**src/rtl/tlv8_fragmenting_encoder_defines.svh**
```systemverilog
// Assertion macros for the TLV8 encoder RTL.
// No dependencies; included by files that carry concurrent checks.
`ifndef TLV8_FRAGMENTING_ENCODER_DEFINES_SVH
`define TLV8_FRAGMENTING_ENCODER_DEFINES_SVH

// Same-cycle implication, sampled on clk, quiet during reset.
`define TLV8FE_ASSERT_NOW(label, ante, cons, msg) \
    label: assert property (@(posedge clk) disable iff (!rst_n) (ante) |-> (cons)) \
        else $error(msg);

// Next-cycle implication, sampled on clk, quiet during reset.
`define TLV8FE_ASSERT_NEXT(label, ante, cons, msg) \
    label: assert property (@(posedge clk) disable iff (!rst_n) (ante) |=> (cons)) \
        else $error(msg);

`endif

```
**src/rtl/tlv8fe_pkg.sv**
```systemverilog
// Types, constants and helpers for the TLV8 fragmenting encoder.
// No dependencies; used by every RTL file of the block.
package tlv8fe_pkg;

    localparam int LENGTH_BITS = 16;
    localparam logic [7:0] FRAG_MAX = 8'd255;
    localparam logic [7:0] SEP_BYTE = 8'hFF;
    localparam int MAX_RESULTS = 3;

    typedef logic [LENGTH_BITS-1:0] len_t;

    typedef enum logic [1:0] {
        MODE_HEADER = 2'd0,
        MODE_DATA   = 2'd1,
        MODE_SEP    = 2'd2
    } mode_t;

    typedef struct packed {
        logic [7:0] b;
        logic       done;
        logic       err;
    } result_t;

    // Up to three results produced by one input item.
    typedef struct packed {
        logic [1:0]                   count;
        result_t [MAX_RESULTS-1:0]    r;
    } burst_t;

    function automatic logic [7:0] next_fragment(input len_t remaining);
        if (remaining > len_t'(FRAG_MAX))
            return FRAG_MAX;
        else
            return remaining[7:0];
    endfunction

endpackage

```
**src/rtl/tlv8fe_core.sv**
```systemverilog
// Element state and result generation for one input item.
// Depends on tlv8fe_pkg.
module tlv8fe_core (
    input  logic                 clk,
    input  logic                 rst_n,
    input  logic                 fire,
    input  logic [1:0]           mode,
    input  logic [7:0]           elem_type,
    input  logic [15:0]          elem_length,
    input  logic [7:0]           data_byte,
    output tlv8fe_pkg::burst_t   burst
);

    logic               open_reg, open_next;
    logic [7:0]         type_reg, type_next;
    tlv8fe_pkg::len_t   bytes_reg, bytes_next;
    logic [7:0]         frag_reg, frag_next;

    tlv8fe_pkg::len_t   length;
    tlv8fe_pkg::len_t   bytes_dec;
    logic [7:0]         frag_dec;
    logic [7:0]         first_frag;
    logic [7:0]         refill_frag;

    assign length      = tlv8fe_pkg::len_t'(elem_length);
    assign bytes_dec   = bytes_reg - tlv8fe_pkg::len_t'(1);
    assign frag_dec    = frag_reg - 8'd1;
    assign first_frag  = tlv8fe_pkg::next_fragment(length);
    assign refill_frag = tlv8fe_pkg::next_fragment(bytes_dec);

    always_comb
    begin
        open_next  = open_reg;
        type_next  = type_reg;
        bytes_next = bytes_reg;
        frag_next  = frag_reg;
        burst      = '0;
        // default is the single error result
        burst.count    = 2'd1;
        burst.r[0].err = 1'b1;
        case (tlv8fe_pkg::mode_t'(mode))
            tlv8fe_pkg::MODE_HEADER:
            begin
                if (!open_reg)
                begin
                    burst.count     = 2'd2;
                    burst.r[0].err  = 1'b0;
                    burst.r[0].b    = elem_type;
                    burst.r[1].b    = first_frag;
                    burst.r[1].done = (length == '0);
                    if (length != '0)
                    begin
                        open_next  = 1'b1;
                        type_next  = elem_type;
                        bytes_next = length;
                        frag_next  = first_frag;
                    end
                end
            end
            tlv8fe_pkg::MODE_DATA:
            begin
                if (open_reg)
                begin
                    burst.r[0].err = 1'b0;
                    burst.r[0].b   = data_byte;
                    bytes_next     = bytes_dec;
                    frag_next      = frag_dec;
                    if (bytes_dec == '0)
                    begin
                        burst.r[0].done = 1'b1;
                        open_next       = 1'b0;
                        frag_next       = 8'd0;
                    end
                    else if (frag_dec == 8'd0)
                    begin
                        // fragment full: insert type and next length
                        burst.count  = 2'd3;
                        burst.r[1].b = type_reg;
                        burst.r[2].b = refill_frag;
                        frag_next    = refill_frag;
                    end
                end
            end
            tlv8fe_pkg::MODE_SEP:
            begin
                if (!open_reg)
                begin
                    burst.count     = 2'd2;
                    burst.r[0].err  = 1'b0;
                    burst.r[0].b    = tlv8fe_pkg::SEP_BYTE;
                    burst.r[1].b    = 8'h00;
                    burst.r[1].done = 1'b1;
                end
            end
            default:
            begin
                burst.count    = 2'd1;
                burst.r[0].err = 1'b1;
            end
        endcase
    end

    always_ff @(posedge clk or negedge rst_n)
    begin
        if (!rst_n)
        begin
            open_reg  <= 1'b0;
            type_reg  <= 8'd0;
            bytes_reg <= '0;
            frag_reg  <= 8'd0;
        end
        else if (fire)
        begin
            open_reg  <= open_next;
            type_reg  <= type_next;
            bytes_reg <= bytes_next;
            frag_reg  <= frag_next;
        end
    end

endmodule

```
**src/rtl/tlv8fe_outq.sv**
```systemverilog
// Result register: holds one item's results and hands them out one per transfer.
// Depends on tlv8fe_pkg and tlv8_fragmenting_encoder_defines.svh.
`include "tlv8_fragmenting_encoder_defines.svh"

module tlv8fe_outq (
    input  logic                 clk,
    input  logic                 rst_n,
    input  logic                 load,
    input  tlv8fe_pkg::burst_t   burst,
    output logic                 can_load,
    output logic                 out_valid,
    input  logic                 out_ready,
    output logic [7:0]           out_byte,
    output logic                 run_last,
    output logic                 element_done,
    output logic                 error
);

    tlv8fe_pkg::burst_t burst_reg;
    logic               full_reg;
    logic [1:0]         idx_reg;
    tlv8fe_pkg::result_t cur;
    logic               last;
    logic               take;

    always_comb
    begin
        case (idx_reg)
            2'd0:    cur = burst_reg.r[0];
            2'd1:    cur = burst_reg.r[1];
            2'd2:    cur = burst_reg.r[2];
            default: cur = burst_reg.r[0];
        endcase
    end

    assign last         = (idx_reg == burst_reg.count - 2'd1);
    assign take         = full_reg && out_ready;
    // accept a new item while the final result of the held one leaves
    assign can_load     = !full_reg || (out_ready && last);
    assign out_valid    = full_reg;
    assign out_byte     = cur.err ? 8'd0 : cur.b;
    assign run_last     = last;
    assign element_done = cur.done;
    assign error        = cur.err;

    always_ff @(posedge clk or negedge rst_n)
    begin
        if (!rst_n)
        begin
            full_reg <= 1'b0;
            idx_reg  <= 2'd0;
        end
        else if (load)
        begin
            full_reg <= 1'b1;
            idx_reg  <= 2'd0;
        end
        else if (take)
        begin
            if (last)
                full_reg <= 1'b0;
            else
                idx_reg <= idx_reg + 2'd1;
        end
    end

    always_ff @(posedge clk)
    begin
        if (load)
            burst_reg <= burst;
    end

    `TLV8FE_ASSERT_NOW(a_idx_in_range, full_reg, idx_reg < burst_reg.count, "result index past count")
    `TLV8FE_ASSERT_NEXT(a_load_restarts, load, full_reg && idx_reg == 2'd0, "load did not restart")
    `TLV8FE_ASSERT_NOW(a_error_single, full_reg && burst_reg.r[0].err, burst_reg.count == 2'd1, "error burst not single")
    `TLV8FE_ASSERT_NEXT(a_hold_midburst, take && !last, full_reg, "burst dropped before last")

endmodule

```
**src/rtl/tlv8_fragmenting_encoder.sv**
```systemverilog
// TLV8 fragmenting encoder: first result valid in the cycle after an item is accepted.
// An item yielding N results (1 to 3) occupies the output for N transfers; the
// next item is taken in the cycle the last one leaves, so data bytes run one per cycle while out_ready stays high.
// Rate is set by the single result register and its one-byte-per-transfer port.
// Reset (rst_n low, asynchronous) closes any open element and empties the output.
module tlv8_fragmenting_encoder (
    input  logic        clk,
    input  logic        rst_n,
    input  logic        in_valid,
    output logic        in_ready,
    input  logic [1:0]  mode,
    input  logic [7:0]  elem_type,
    input  logic [15:0] elem_length,
    input  logic [7:0]  data_byte,
    output logic        out_valid,
    input  logic        out_ready,
    output logic [7:0]  out_byte,
    output logic        run_last,
    output logic        element_done,
    output logic        error
);

    tlv8fe_pkg::burst_t burst;
    logic               can_load;
    logic               fire;

    assign in_ready = can_load;
    assign fire     = in_valid && can_load;

    tlv8fe_core u_core (
        .clk         (clk),
        .rst_n       (rst_n),
        .fire        (fire),
        .mode        (mode),
        .elem_type   (elem_type),
        .elem_length (elem_length),
        .data_byte   (data_byte),
        .burst       (burst)
    );

    tlv8fe_outq u_outq (
        .clk          (clk),
        .rst_n        (rst_n),
        .load         (fire),
        .burst        (burst),
        .can_load     (can_load),
        .out_valid    (out_valid),
        .out_ready    (out_ready),
        .out_byte     (out_byte),
        .run_last     (run_last),
        .element_done (element_done),
        .error        (error)
    );

endmodule

```
**config.mk**
```make
export PLATFORM = sky130hd
export DESIGN_NAME = tlv8_fragmenting_encoder
export DESIGN_NICKNAME = d
export VERILOG_FILES = /design/src/rtl/tlv8fe_pkg.sv /design/src/rtl/tlv8fe_core.sv /design/src/rtl/tlv8fe_outq.sv /design/src/rtl/tlv8_fragmenting_encoder.sv
export VERILOG_INCLUDE_DIRS = /design/src /design/src/rtl
export SDC_FILE = /design/constraint.sdc
export NUM_CORES = 1
export LEC_CHECK = 0
export BUFFER_PORTS_ARGS = -buffer_cell sky130_fd_sc_hd__buf_2
export CAP_MARGIN = 40
export CORE_MARGIN = 5
export CORE_UTILIZATION = 40
export DETAILED_ROUTE_END_ITERATION = 7
export HOLD_SLACK_MARGIN = 0.03
export PLACE_DENSITY = 0.56
export SETUP_SLACK_MARGIN = 0.5
export SLEW_MARGIN = 0
export SYNTH_ARGS = -nofsm -noshare
export SYNTH_HDL_FRONTEND = slang
export SYNTH_HIERARCHICAL = 1
export SYNTH_SLANG_ARGS = --single-unit
```
**constraint.sdc**
```tcl
create_clock -name clk -period 8.45 [get_ports clk]
set_clock_uncertainty 0.15 [all_clocks]
set_input_delay 2.535 -clock clk [delete_from_list [all_inputs] [get_ports clk]]
set_output_delay 2.535 -clock clk [all_outputs]
set_load 0.03 [all_outputs]
```
==> out/results.ini <==
[outcome]
outcome=finished, final reports clean

[timing]
setup-tns-final_ns=0
fmax_ghz=0.173
finalCritPeriodShare_pct=68.5
slew_viol_final=0
report.final.setup_viol=0
hold_violations=0
max_slew_margin_pct=50.6
timing.final.ws_setup_ns=2.66
fin_crit_ns=5.79
setup_repair_after_global_routing_missed_its_margin=false
worst_pin_slew_ns=0.739

[layout]
largest_register_ffs=32
ff_latch_area_sq_um=1860
post-route-util_pct=45.3
layout-drive-gt1-share_pct=22.1
most-common-layout-cells=57 x nor2_1, 50 x buf_2, 45 x nand2_1
finalNonFillerCells=612
finished_cell_area_sq_um=4620
layout.cells.most_common=nor2_1
nFillCells=1015
multiInputGateArea_sq_um=2020
finish.net_count=515
n_antenna_cell=0
layout-area-overhead-vs-synth_pct=12.5

[setup_path]
rrSetupSlack_ns=4.94
crit_end=in_ready
setup.worst_path.class=input port to primary output
critPathTopFamily=buffers and inverters
regToRegEndpoint=u_core/frag_reg[1]
worst_path_most_repeated_cell=buf_2
crit_path_max_fanout=3
cp.required_ns=5.77
max_stage_delay_ns=0.23
critical_path.reg2reg.startpoint=u_outq/idx_reg[1]
worst_r2r_path_depth=11
cp-end-kind=primary output
crit_start=out_ready
cp-start-kind=input port
timing.critical_path.arrival_ns=3.11
path_depth=4
critical_path.cell_chain=buf_2 > inv_1 > o21ai_1 > buf_2
worst-path-buf-inv=3
timing.critical_path.slowest_stage_cell=buf_2

[floorplan]
dieWidth_um=111
floorplan.die.height_um=111
core_sq_um=10200
pin_count=51
die-area_sq_um=12400
initial_core_util_pct=40.3
num_rows=37

[synth]
post_synth_num_cell_types=69
mappedNetlistArea_sq_um=4100
netlist_instances=435
synthArstFlopShare_pct=52.9
post_synth.cell_area_avg_sq_um=9.43
ys.warnings.count=6
post_synth_edffs=32
synth-main-ff-cell=dfrtp_1
share_of_the_yosys_chip_area_belonging_to_registers_pct=45.4
flip_flop_and_latch_count_after_synthesis=68

[placed_design]
dp_cells=596
hpwl_um=7760
dpl-instance-area_sq_um=4410
io_buffer_count=50
placement.setup.worst_slack_ns=2.64
gp_congestion=0.872

[power_and_ir_drop]
power.net_switching_mw=0.670
clockPowerShare_pct=18.4
p_seq_share_pct=39.1
total_leakage_power_nw=1.81
combinationalPowerShare_pct=42.5
internal_pwr_total_mw=0.854
sw_frac_of_total_pct=44.0
powerDensity_nw_per_um2=330
power.ir.vdd_worst_uv=171

[clocking]
cts_buffers=9
cts.root.buffer_cell=clkbuf_8
post_cts_hold_buffer_count=0
latest_clock_arrival_within_the_worst_skew_pair_ns=0.35
cts.path.max_buffers=2
tritoncts_clock_tree=yes
clock_slew_seen_by_the_registers_of_the_worst_setup_and_hold_paths_ns=0.08
post_cts_buffers=0
htreeDepth=3
cts_repair_resize_count=0
cts_num_sinks=68

[global_route]
grt_antenna_before_repair=0
first_global_vias=3361
grt_start_max_net_pins=40
globalRouteOverflowTotal=0
groute.usage.overall_pct=17.3
grt_first_pass_wirelength_um=17300

[flow_run]
maxCapViolations=0

[hold_path]
hold_class=flop to flop

[routing]
drt_iter0_drc=338
detail_route.wl_per_cell_um=17.3
drt_drc_violations_left=0
avgViaCountPerCell=5.64
routed-via-count=3449
detailedRoute.firstPassIterationCount=5
wire_length_reported_by_the_detailed_router_um=10600
antenna_left=0

routing by layer:
| layer | global-route usage [%] | part of all wire (%) | vias up | wire length [um] |
|---|---|---|---|---|
| met2 | 28.1 | 48 | 115 | 5080 |
| met1 | 23.6 | 46 | 1670 | 4820 |
| met3 | 3.98 | 5.2 | 12 | 552 |
| met5 | 0 | 0 | - | 0 |
| met4 | 4.06 | 1.2 | 0 | 131 |
| li1 | - | - | 1652 | - |
logic make-up after synthesis:
logic type / count (synthesis) / share of synthesized area (%)
buffers and inverters: 49 / 5.79
other: 1 / 0.0914
and+or+nand+nor: 172 / 21.2
muxes: 10 / 2.90
AOI/OAI and AO/OA: 118 / 20.5
xor gates and xnor gates: 11 / 2.35
DFF: 68 / 45.4
adders and majority gates: 6 / 1.83
worst min path at each step:
stage	from	end	slack [ns]	cells after the start
final	u_core/type_reg[7]	u_core/type_reg[7]	0.36	1
after CTS	u_core/type_reg[7]	u_core/type_reg[7]	0.37	1
after floorplan	u_core/type_reg[0]	u_core/type_reg[0]	0.33	1
after detailed placement	u_core/type_reg[7]	u_core/type_reg[7]	0.35	1
after global routing	u_core/type_reg[4]	u_core/type_reg[4]	0.38	1
after global placement	u_core/type_reg[2]	u_core/type_reg[2]	0.34	1
metrics by stage:
| step | hold slack, ns | power, mW |
|---|---|---|
| final | 0.361 | 1.52 |
| after detailed placement | 0.345 | 1.25 |
| after floorplan | 0.329 | 1.07 |
| after CTS | 0.365 | 1.54 |
| after global placement | 0.339 | 1.23 |
| after global routing | 0.384 | 1.63 |
power groups by stage:
stage / sequential, mW / combinational (mW) / clock, mW
6_report: 0.596 / 0.648 / 0.281
2_1_floorplan: 0.560 / 0.514 / 0
3_3_place_gp: 0.596 / 0.639 / 0
4_1_cts: 0.596 / 0.651 / 0.289
5_1_grt: 0.615 / 0.713 / 0.303
3_5_place_dp: 0.601 / 0.648 / 0
area by class of cell:
type | count | area share [%]
Sequential cell | 68 | 40.3
Clock buffer | 9 | 2.68
Timing Repair Buffer | 54 | 6.34
Inverter | 18 | 1.46
Multi-Input combinational cell | 320 | 43.8
Clock inverter | 7 | 1.73
Tap cell | 136 | 3.69
cell usage after synthesis, types with 3 or more instances:
library cell	number	area, sq um
nand3_1	9	45.0
a221o_1	3	30.0
nor3_1	12	60.1
a21oi_1	28	140
ha_1	6	75.1
a31oi_1	7	43.8
mux2_2	8	90.1
inv_1	18	67.6
clkbuf_1	15	56.3
o211ai_1	5	37.5
a22oi_1	12	90.1
o21ai_0	26	130
edfxtp_1	32	961
nor4_1	7	43.8
o32ai_2	5	81.3
nor2_1	57	214
nand2b_1	5	31.3
xnor2_1	9	78.8
nand2_1	45	169
or3_1	6	37.5
buf_6	4	45.0
o32ai_1	4	35.0
dfrtp_1	36	901
nor3b_1	6	45.0
buf_2	6	30.0
nor2b_1	5	31.3
buf_4	4	30.0
o22ai_1	3	18.8
Power figures use the tool's default switching activity.
